`src/rtl/wbrm_pkg.sv`:
```
// ----------------------------------------------------------------------------
// wbrm_pkg
// Types and constants shared by the windowed byte rate meter modules.
// ----------------------------------------------------------------------------
package wbrm_pkg;

  // field widths
  localparam int DATA_W   = 64;
  localparam int COARSE_W = 48;
  localparam int COARSE_LSB = 16;
  localparam int FINE_W   = 6;
  localparam int WIN_W    = 16;
  localparam int RATE_W   = 40;
  localparam int FTERM_W  = 9;

  // rate is bits per millisecond in Q.8: bytes * 8 * 256
  localparam int FRAC_SHIFT = 11;

  // register reset and limits
  localparam logic [WIN_W-1:0]  WINDOW_RESET = 16'd2000;
  localparam logic [RATE_W-1:0] RATE_MAX     = {RATE_W{1'b1}};

  // ticks per millisecond scaling: ms = (ticks * 125 + fine) / 100
  localparam logic [7:0] MS_DIVISOR = 8'd100;

  // input transaction
  typedef struct packed {
    logic              meter_select;
    logic [DATA_W-1:0] byte_total;
    logic [DATA_W-1:0] raw_stamp;
  } in_item_t;

  // result transaction
  typedef struct packed {
    logic              rate_valid;
    logic [RATE_W-1:0] rate_kbps;
  } out_item_t;

  // status of the elapsed time unit
  typedef struct packed {
    logic done;
    logic total_ge;
  } ela_stat_t;

  // fine correction: (now - last) * 125 / 40, truncated toward zero
  function automatic logic signed [FTERM_W-1:0] fine_term(
    input logic [FINE_W-1:0] now_fine,
    input logic [FINE_W-1:0] last_fine
  );
    logic signed [FINE_W:0] dprec;
    logic [FINE_W-1:0]      mag;
    logic [10:0]            prod;
    logic [FTERM_W-1:0]     scaled;
    dprec  = $signed({1'b0, now_fine}) - $signed({1'b0, last_fine});
    mag    = dprec[FINE_W] ? FINE_W'(-dprec) : dprec[FINE_W-1:0];
    prod   = 11'(mag) * 11'd25;
    scaled = FTERM_W'(prod >> 3);
    return dprec[FINE_W] ? $signed(-scaled) : $signed(scaled);
  endfunction

endpackage

```
`src/rtl/wbrm_elapsed.sv`:
```
// ----------------------------------------------------------------------------
// wbrm_elapsed
// Bit-serial front end: byte delta, tick delta times 125 plus fine term,
// then a serial divide by 100 giving the elapsed milliseconds.
// ----------------------------------------------------------------------------
module wbrm_elapsed (
  input  logic                                       clk,
  input  logic                                       rst,
  input  logic                                       start,
  input  logic [wbrm_pkg::DATA_W-1:0]                total,
  input  logic [wbrm_pkg::DATA_W-1:0]                last_total,
  input  logic [wbrm_pkg::COARSE_W-1:0]              coarse,
  input  logic [wbrm_pkg::COARSE_W-1:0]              last_coarse,
  input  logic signed [wbrm_pkg::FTERM_W-1:0]        fterm,
  output wbrm_pkg::ela_stat_t                        stat,
  output logic [wbrm_pkg::DATA_W-1:0]                delta,
  output logic [wbrm_pkg::DATA_W-1:0]                ms
);

  localparam int          DW       = wbrm_pkg::DATA_W;
  localparam int          CNT_W    = $clog2(DW);
  localparam logic [CNT_W-1:0] CNT_LAST = CNT_W'(DW - 1);
  localparam logic [1:0]  P_IDLE   = 2'd0;
  localparam logic [1:0]  P_SUB    = 2'd1;
  localparam logic [1:0]  P_DIV    = 2'd2;

  logic [1:0]       phase;
  logic [CNT_W-1:0] cnt;
  logic             done;

  logic [DW-1:0]    tot_a;
  logic [DW-1:0]    tot_b;
  logic [DW-1:0]    tim_a;
  logic [DW-1:0]    tim_b;
  logic             tot_brw;
  logic             tim_brw;
  logic signed [wbrm_pkg::FTERM_W-1:0] fterm_sh;
  logic [5:0]       hist;
  logic [2:0]       carry;
  logic [6:0]       rem;
  logic [DW-1:0]    sum_sh;
  logic [DW-1:0]    delta_sh;

  logic             d_tot;
  logic             tot_brw_next;
  logic             dt;
  logic             tim_brw_next;
  logic [3:0]       col;
  logic [7:0]       rem_sh;
  logic             q_bit;
  logic [6:0]       rem_next;

  // serial subtractors, lsb first
  assign d_tot        = tot_a[0] ^ tot_b[0] ^ tot_brw;
  assign tot_brw_next = (~tot_a[0] & tot_b[0]) | (~(tot_a[0] ^ tot_b[0]) & tot_brw);
  assign dt           = tim_a[0] ^ tim_b[0] ^ tim_brw;
  assign tim_brw_next = (~tim_a[0] & tim_b[0]) | (~(tim_a[0] ^ tim_b[0]) & tim_brw);

  // column of dt * 125 (taps 0, 2..6) plus sign-extended fine term
  assign col = 4'(dt) + 4'(hist[1]) + 4'(hist[2]) + 4'(hist[3]) + 4'(hist[4])
             + 4'(hist[5]) + 4'(fterm_sh[0]) + 4'(carry);

  // serial restoring divide by 100, msb first
  assign rem_sh   = {rem, sum_sh[DW-1]};
  assign q_bit    = (rem_sh >= wbrm_pkg::MS_DIVISOR);
  assign rem_next = q_bit ? 7'(rem_sh - wbrm_pkg::MS_DIVISOR) : rem_sh[6:0];

  // phase sequencer
  always_ff @(posedge clk) begin
    if (rst) begin
      phase <= P_IDLE;
      cnt   <= '0;
      done  <= 1'b0;
    end else begin
      done <= 1'b0;
      unique case (phase)
        P_IDLE: begin
          cnt <= '0;
          if (start) begin
            phase <= P_SUB;
          end
        end
        P_SUB: begin
          cnt <= cnt + 1'b1;
          if (cnt == CNT_LAST) begin
            phase <= P_DIV;
          end
        end
        P_DIV: begin
          cnt <= cnt + 1'b1;
          if (cnt == CNT_LAST) begin
            phase <= P_IDLE;
            done  <= 1'b1;
          end
        end
        default: begin
          phase <= P_IDLE;
        end
      endcase
    end
  end

  // shift registers
  always_ff @(posedge clk) begin
    if (phase == P_IDLE) begin
      if (start) begin
        tot_a    <= total;
        tot_b    <= last_total;
        tim_a    <= DW'(coarse);
        tim_b    <= DW'(last_coarse);
        fterm_sh <= fterm;
        tot_brw  <= 1'b0;
        tim_brw  <= 1'b0;
        hist     <= '0;
        carry    <= '0;
        rem      <= '0;
      end
    end else if (phase == P_SUB) begin
      tot_a    <= tot_a >> 1;
      tot_b    <= tot_b >> 1;
      tim_a    <= tim_a >> 1;
      tim_b    <= tim_b >> 1;
      tot_brw  <= tot_brw_next;
      tim_brw  <= tim_brw_next;
      fterm_sh <= fterm_sh >>> 1;
      hist     <= {hist[4:0], dt};
      carry    <= col[3:1];
      sum_sh   <= {col[0], sum_sh[DW-1:1]};
      delta_sh <= {d_tot, delta_sh[DW-1:1]};
    end else if (phase == P_DIV) begin
      rem    <= rem_next;
      sum_sh <= {sum_sh[DW-2:0], q_bit};
    end
  end

  assign stat.done     = done;
  assign stat.total_ge = ~tot_brw;
  assign delta         = delta_sh;
  assign ms            = sum_sh;

endmodule

```
`src/rtl/wbrm_divider.sv`:
```
// ----------------------------------------------------------------------------
// wbrm_divider
// Restoring divider, one quotient bit per cycle: (delta << 11) / ms,
// saturated to the 40-bit rate.
// ----------------------------------------------------------------------------
module wbrm_divider (
  input  logic                              clk,
  input  logic                              rst,
  input  logic                              start,
  input  logic [wbrm_pkg::DATA_W-1:0]       dividend,
  input  logic [wbrm_pkg::DATA_W-1:0]       divisor,
  output logic                              done,
  output logic [wbrm_pkg::RATE_W-1:0]       rate
);

  localparam int DW    = wbrm_pkg::DATA_W;
  localparam int RW    = wbrm_pkg::RATE_W;
  localparam int STEPS = DW + wbrm_pkg::FRAC_SHIFT;
  localparam int CNT_W = $clog2(STEPS);
  localparam logic [CNT_W-1:0] CNT_LAST = CNT_W'(STEPS - 1);
  localparam logic [CNT_W-1:0] CNT_DATA = CNT_W'(DW);

  logic             busy;
  logic [CNT_W-1:0] cnt;
  logic [DW-1:0]    num;
  logic [DW-1:0]    dsr;
  logic [DW-1:0]    rem;
  logic [RW-1:0]    quo;
  logic             ovf;

  logic             in_bit;
  logic [DW:0]      rs;
  logic [DW:0]      diff;
  logic             ge;

  // trial subtract; dividend bits then the zero fraction bits
  assign in_bit = (cnt < CNT_DATA) ? num[DW-1] : 1'b0;
  assign rs     = {rem, in_bit};
  assign diff   = rs - {1'b0, dsr};
  assign ge     = (rs >= {1'b0, dsr});

  // step counter
  always_ff @(posedge clk) begin
    if (rst) begin
      busy <= 1'b0;
      cnt  <= '0;
      done <= 1'b0;
    end else begin
      done <= 1'b0;
      if (!busy) begin
        cnt <= '0;
        if (start) begin
          busy <= 1'b1;
        end
      end else begin
        cnt <= cnt + 1'b1;
        if (cnt == CNT_LAST) begin
          busy <= 1'b0;
          done <= 1'b1;
        end
      end
    end
  end

  // remainder and quotient
  always_ff @(posedge clk) begin
    if (!busy) begin
      if (start) begin
        num <= dividend;
        dsr <= divisor;
        rem <= '0;
        quo <= '0;
        ovf <= 1'b0;
      end
    end else begin
      num <= num << 1;
      rem <= ge ? diff[DW-1:0] : rs[DW-1:0];
      quo <= {quo[RW-2:0], ge};
      ovf <= ovf | quo[RW-1];
    end
  end

  assign rate = ovf ? wbrm_pkg::RATE_MAX : quo;

endmodule

```
`src/rtl/windowed_byte_rate_meter_unit.sv`:
```
// ----------------------------------------------------------------------------
// windowed_byte_rate_meter_unit
// Per-meter byte rate over a minimum time window, bits per millisecond in
// Q32.8, computed with bit-serial arithmetic.
// ----------------------------------------------------------------------------
//  channel  | direction | handshake          | payload
//  in       | input     | in_valid/in_stall   | in_data   (in_item_t)
//  out      | output    | out_valid/out_stall | out_data  (out_item_t)
//  cfg      | input     | cfg_valid/cfg_ready | cfg_data  (min_interval_ms)
//
//  an in-range item passes two serial passes (subtract and scale, then
//  divide by 100) before the output register, one with a rate also the
//  75-step restoring divider, and an out-of-range item neither of them;
//  one item is in flight at a time; the next is taken while a result waits
//  in the output register
//  synchronous reset clears every meter and loads the window with 2000;
//  no clearing pass is needed
// ----------------------------------------------------------------------------
module windowed_byte_rate_meter_unit #(
  parameter int METER_COUNT = 2
) (
  input  logic                              clk,
  input  logic                              rst,
  input  logic                              in_valid,
  output logic                              in_stall,
  input  wbrm_pkg::in_item_t                in_data,
  output logic                              out_valid,
  input  logic                              out_stall,
  output wbrm_pkg::out_item_t               out_data,
  input  logic                              cfg_valid,
  output logic                              cfg_ready,
  input  logic [wbrm_pkg::WIN_W-1:0]        cfg_data
);

  localparam int IDX_W = (METER_COUNT > 1) ? $clog2(METER_COUNT) : 1;
  localparam int DW    = wbrm_pkg::DATA_W;
  localparam int CW    = wbrm_pkg::COARSE_W;
  localparam int FW    = wbrm_pkg::FINE_W;
  localparam int WW    = wbrm_pkg::WIN_W;

  localparam logic [2:0] S_IDLE    = 3'd0;
  localparam logic [2:0] S_START   = 3'd1;
  localparam logic [2:0] S_ELAPSED = 3'd2;
  localparam logic [2:0] S_DIVIDE  = 3'd3;
  localparam logic [2:0] S_DONE    = 3'd4;

  logic [2:0]          state;
  logic [WW-1:0]       window;

  // per-meter state
  logic                seen_mem        [METER_COUNT];
  logic [DW-1:0]       last_total_mem  [METER_COUNT];
  logic [CW-1:0]       last_coarse_mem [METER_COUNT];
  logic [FW-1:0]       last_fine_mem   [METER_COUNT];

  // captured item and pending result
  logic [IDX_W-1:0]    sel;
  logic [DW-1:0]       total;
  logic [CW-1:0]       coarse;
  logic [FW-1:0]       fine;
  logic                res_valid;
  logic [wbrm_pkg::RATE_W-1:0] res_rate;

  logic                in_range;
  logic                in_accept;
  logic                out_free;
  logic [WW-1:0]       window_eff;
  logic                too_early;
  logic                seen_cur;
  logic signed [wbrm_pkg::FTERM_W-1:0] fterm;
  logic                ela_start;
  logic                div_start;
  logic                div_done;
  logic [wbrm_pkg::RATE_W-1:0] div_rate;
  logic [DW-1:0]       delta;
  logic [DW-1:0]       ms;
  wbrm_pkg::ela_stat_t ela_stat;

  assign in_stall  = (state != S_IDLE);
  assign cfg_ready = 1'b1;
  assign in_accept = in_valid && !in_stall;
  assign out_free  = !out_valid || !out_stall;
  assign in_range  = (32'(in_data.meter_select) < METER_COUNT);

  // window check; a zero window acts as one
  assign window_eff = (window == '0) ? WW'(1) : window;
  assign too_early  = (ms[DW-1:WW] == '0) && (ms[WW-1:0] < window_eff);

  assign seen_cur  = seen_mem[sel];
  assign fterm     = wbrm_pkg::fine_term(fine, last_fine_mem[sel]);
  assign ela_start = (state == S_START);
  assign div_start = (state == S_ELAPSED) && ela_stat.done && ela_stat.total_ge
                   && seen_cur && !too_early;

  wbrm_elapsed u_elapsed (
    .clk         (clk),
    .rst         (rst),
    .start       (ela_start),
    .total       (total),
    .last_total  (last_total_mem[sel]),
    .coarse      (coarse),
    .last_coarse (last_coarse_mem[sel]),
    .fterm       (fterm),
    .stat        (ela_stat),
    .delta       (delta),
    .ms          (ms)
  );

  wbrm_divider u_divider (
    .clk      (clk),
    .rst      (rst),
    .start    (div_start),
    .dividend (delta),
    .divisor  (ms),
    .done     (div_done),
    .rate     (div_rate)
  );

  // sequencer, meter state and window register
  always_ff @(posedge clk) begin
    if (rst) begin
      state     <= S_IDLE;
      window    <= wbrm_pkg::WINDOW_RESET;
      out_valid <= 1'b0;
      for (int m = 0; m < METER_COUNT; m++) begin
        seen_mem[m]        <= 1'b0;
        last_total_mem[m]  <= '0;
        last_coarse_mem[m] <= '0;
        last_fine_mem[m]   <= '0;
      end
    end else begin
      if (cfg_valid && cfg_ready) begin
        window <= cfg_data;
      end
      // output register: load a finished item, or empty once taken
      if ((state == S_DONE) && out_free) begin
        out_valid <= 1'b1;
      end else if (out_valid && !out_stall) begin
        out_valid <= 1'b0;
      end
      unique case (state)
        S_IDLE: begin
          if (in_accept) begin
            state <= in_range ? S_START : S_DONE;
          end
        end
        S_START: begin
          state <= S_ELAPSED;
        end
        S_ELAPSED: begin
          if (ela_stat.done) begin
            if (!ela_stat.total_ge || !seen_cur) begin
              // counter reset or first sample: keep it, no rate
              seen_mem[sel]        <= 1'b1 | seen_cur;
              last_total_mem[sel]  <= total;
              last_coarse_mem[sel] <= coarse;
              last_fine_mem[sel]   <= fine;
              state                <= S_DONE;
            end else if (too_early) begin
              state <= S_DONE;
            end else begin
              state <= S_DIVIDE;
            end
          end
        end
        S_DIVIDE: begin
          if (div_done) begin
            last_total_mem[sel]  <= total;
            last_coarse_mem[sel] <= coarse;
            last_fine_mem[sel]   <= fine;
            state                <= S_DONE;
          end
        end
        S_DONE: begin
          if (out_free) begin
            state <= S_IDLE;
          end
        end
        default: begin
          state <= S_IDLE;
        end
      endcase
    end
  end

  // item capture, pending result and output register
  always_ff @(posedge clk) begin
    if (in_accept) begin
      sel       <= IDX_W'(in_data.meter_select);
      total     <= in_data.byte_total;
      coarse    <= in_data.raw_stamp[wbrm_pkg::COARSE_LSB +: CW];
      fine      <= in_data.raw_stamp[FW-1:0];
      res_valid <= 1'b0;
      res_rate  <= '0;
    end else if ((state == S_DIVIDE) && div_done) begin
      res_valid <= 1'b1;
      res_rate  <= div_rate;
    end
    if ((state == S_DONE) && out_free) begin
      out_data.rate_valid <= res_valid;
      out_data.rate_kbps  <= res_rate;
    end
  end

endmodule

```
`config.mk`:
```
export PLATFORM = sky130hd
export DESIGN_NAME = windowed_byte_rate_meter_unit
export DESIGN_NICKNAME = d
export VERILOG_FILES = /design/src/rtl/wbrm_pkg.sv /design/src/rtl/wbrm_elapsed.sv /design/src/rtl/wbrm_divider.sv /design/src/rtl/windowed_byte_rate_meter_unit.sv
export SDC_FILE = /design/constraint.sdc
export NUM_CORES = 2
export LEC_CHECK = 0
export ABC_AREA = 1
export BUFFER_PORTS_ARGS = -buffer_cell sky130_fd_sc_hd__buf_2
export CAP_MARGIN = 20
export CORE_MARGIN = 2
export CORE_UTILIZATION = 62
export CTS_BUF_LIST = sky130_fd_sc_hd__clkbuf_4 sky130_fd_sc_hd__clkbuf_8 sky130_fd_sc_hd__clkbuf_16
export CTS_CLUSTER_DIAMETER = 100
export DETAILED_ROUTE_END_ITERATION = 6
export GPL_ROUTABILITY_DRIVEN = 1
export GPL_TIMING_DRIVEN = 0
export PLACE_DENSITY = 0.8
export RECOVER_POWER = 50
export SLEW_MARGIN = 20
export SYNTH_ARGS = -nofsm -noshare
export SYNTH_HDL_FRONTEND = slang
export SYNTH_SLANG_ARGS = --single-unit
```
`constraint.sdc`:
```
create_clock -name clk -period 11 [get_ports clk]
set_input_delay 0.55 -clock clk [delete_from_list [all_inputs] [get_ports clk]]
set_output_delay 0.55 -clock clk [all_outputs]
set_load 0.02 [all_outputs]
```
==> qor.yml <==
synth:
  yosysWarnings: 0
  seq_area_frac_synth_pct: 66.00
  syn_area_um2: 48330
  synth_cells: 4599
  yosys-top-cells-area: "edfxtp_1 63%, nand2_1 7.5%, o21ai_0 5.6%, nor2_1 5.4%, inv_1 3.7%"
  ys_types: 52
  avgSynthCellArea_um2: 10.51
  ys.flop_type: "edfxtp_1"
  synthArstFlopShare_pct: 0
  synth_top_cell_area_share_pct: 62.57
  syn_nets: 4879
  yosys_register_bits: 1090
  synth_edf_count: 1007
  yosysTopAreaCell: "edfxtp_1"
route:
  drtAntennaViolNets: 0
  first_pass_iters: 6
  drtIter0Drc: 3223
  wl_per_cell_um: 18.26
  vias: 33580
  finalWirelength_um: 110200
  drcViolationCount: 0
  avgViaCountPerCell: 5.562
setup_path:
  reg2reg_setup_slack_ns: 3.30
  critPathArrivalTime_ns: 8.08
  crit_path_start_kind: "flip-flop"
  cp_max_fo: 10
  crit_type: "reg -> reg"
  cp.required_ns: 11.38
  cp_slowest_cell: "clkbuf_1"
  slowest_delay_ns: 0.75
  end_kind: "flip-flop"
  cpMostUsedCell: "nand2_1"
  r2r_cells: 33
  timing.rr.end: "u_elapsed.fterm_sh[7]"
timing:
  finalCritPeriodShare_pct: 69.97
  fmax_mhz: 129.9
  drv_slew: 255
  worst_pin_slew_ns: 3.076
  finalSetupTns_ns: 0
  rsz0062_at_grt: "no"
  hold_violations: 0
  setup_violations: 0
  skew_ns: 0.05448
  slew_headroom_pct: -105.1
  fin_crit_ns: 7.696
  fin_ws_ns: 3.304
clock_tree:
  clockBufferDepth: 3
  cts.clk_slew.worst_paths_ns: 0.06
  cts_setup_buffers: 0
  post_cts_resized: 0
  clock-sinks: 1090
  clock_latency_ns: 0.68
  cts_root_buf: "clkbuf_16"
  cts_tree: "built"
  cts_inserted_buffers: 105
  holdBufCountCts: 1
  htreeDepth: 3
placed_design:
  place_area_um2: 51060
  place_ws_ns: 3.404
  gp_congestion: 1.049
  portBuffers: 182
  dp_hpwl_um: 78000
power_and_ir_drop:
  p_leak_nw: 20.65
  p_clk_share_pct: 25.7
  power.density_nw_per_um2: 259.0
  p_int_mw: 9.390
  p_total_mw: 14.04
  p_sw_share_pct: 33.10
  combPwrFrac_pct: 28.4
  seqPwrFrac_pct: 45.9
  ir_worst_vdd_v: 0.0003248
  p_sw_mw: 4.646
finish:
  final_cell_mix: "1,007 x edfxtp_1, 958 x nand2_1, 695 x nor2_1"
  regArea_um2: 31900
  final_area_um2: 54190
  final_nets: 5187
  area_delta_synth_final_pct: 12.12
  fill_cells: 5567
  layout_commonest_cell: "edfxtp_1"
  final_util_pct: 70.07
  multi_input_area_um2: 13720
  drive_above_1_share_pct: 7.264
global_routing:
  grt_overflow: 0
  grt_use_total_pct: 27.25
  grt_pass1_wl_um: 173800
  grt_pass1_vias: 32950
  antenna_found_initial: 2
  grt_max_degree: 64
outcome:
  status: "complete, but fails checks"
  violations: "capacitance limit, slew limit"
die:
  initial_core_util_pct: 62.49
  die_h_um: 283.2
  dieArea_um2: 80200
  dieWidth_um: 283.2
  fp.coreArea_um2: 77340
  rows: 102
  ios: 194
min_path:
  hold_start: "in_data[121]"
  whs_path_depth: 1
  hold_path.class: "in -> reg"
  holdPathEnd: "total[57]"
run:
  cap_viol_max_count: 6
==> per-stage QoR <==
stage,hold slack (ns),cells
3_3_place_gp,0.4160,5821
5_1_grt,0.008588,6037
2_1_floorplan,0.4086,4599
3_5_place_dp,0.4161,5839
4_1_cts,0.0007673,6037
6_report,0.04236,6038
==> layer usage <==
layer	GRT usage, %	vias up	part of all wire (%)
met5	0	-	0.012
met3	3.945	218	7.2
met4	10.00	2	3.5
met2	45.50	1279	48
met1	36.70	15990	41
li1	-	16100	-
==> Yosys cell counts, types with 6 or more instances <==
library cell / number
edfxtp_1: 1007
nand2_1: 960
nor2_1: 694
o21ai_0: 537
inv_1: 481
a21oi_1: 191
clkbuf_1: 125
ha_1: 121
dfxtp_1: 83
nand3_1: 82
xor2_1: 40
buf_2: 30
nor3_1: 24
nand4_1: 20
xnor2_1: 18
o21ai_1: 16
nor4_1: 15
buf_6: 13
inv_2: 11
nand3b_1: 11
o21bai_1: 10
a21o_1: 9
buf_1: 9
fa_1: 9
nor2_2: 9
o21a_1: 7
nand3_2: 6
==> how the worst max path moves through the flow <==
stage	slack, ns	start	cells past startpoint	endpoint
2_1_floorplan	2.39	u_elapsed.phase[1]	5	u_elapsed.carry[0]
5_1_grt	2.79	flip-flop	33	u_elapsed.fterm_sh[7]
4_1_cts	3.28	flip-flop	33	u_elapsed.fterm_sh[7]
6_report	3.30	flip-flop	33	u_elapsed.fterm_sh[7]
3_3_place_gp	-1.06	u_elapsed.phase[1]	5	u_elapsed.tot_a[53]
3_5_place_dp	3.40	flip-flop	33	u_elapsed.fterm_sh[7]
==> power by group through the flow <==
stage	Sequential, mW	Clock, mW	Combinational, mW
after floorplan	6.57	0	2.80
after global placement	6.69	0	3.64
after detailed placement	6.48	0	4.01
after CTS	6.42	3.65	4.05
after global routing	6.53	3.81	4.52
final	6.45	3.61	3.98
==> state kept, by name (all words and copies together), names as in the netlist, 7 cells and up, named ones only <==
register            cells
last_total_mem        128
out_data               41
u_divider.rem          64
u_elapsed.delta        64
u_elapsed.tim_b        48
u_elapsed.ms           64
u_elapsed.fterm_sh      9
u_divider.quo          40
u_divider.num          64
total                  64
u_elapsed.tot_b        64
u_divider.cnt           7
window                 16
last_coarse_mem        96
u_divider.dsr          64
res_rate               40
u_elapsed.tim_a        48
u_elapsed.tot_a        64
u_elapsed.rem           7
coarse                 48
last_fine_mem          12
==> worst max-delay path: cells and delay by family (launching register included) <==
kind	cells	cell delay [ns]
and+or+nand+nor	12	1.21
buffers and inverters	10	2.93
AOI/OAI and AO/OA	4	0.81
xor gates and xnor gates	2	0.44
DFF	1	0.38
adders and majority gates	5	1.65
==> final cells by class <==
class                      count  share of cell area, %
antenna                        1               0.004618
multi-input combinational   2832                  25.31
clock buffer                 141                  5.484
sequential                  1090                  58.87
buffer                       181                  1.305
clock inverter                56                 0.9974
tap                         1040                  2.401
inverter                     496                  3.436
timing repair buffer         201                  2.193
==> kinds of logic (layout without fill, tap and decap cells) <==
logic type / after synthesis / after routing / share of synthesized area [%]
flip-flops: 1090 / 1090 / 66.00
AO/OA/AOI/OAI: 799 / 799 / 8.572
XOR/XNOR: 58 / 58 / 1.051
AND/OR/NAND/NOR: 1839 / 1839 / 15.14
adder cells (fa/ha/maj): 130 / 130 / 3.505
buffers and inverters: 677 / 1075 / 5.615
multiplexers: 5 / 5 / 0.1036
other: 1 / 2 / 0.007759
No activity file was read; power rests on OpenSTA's default activity.
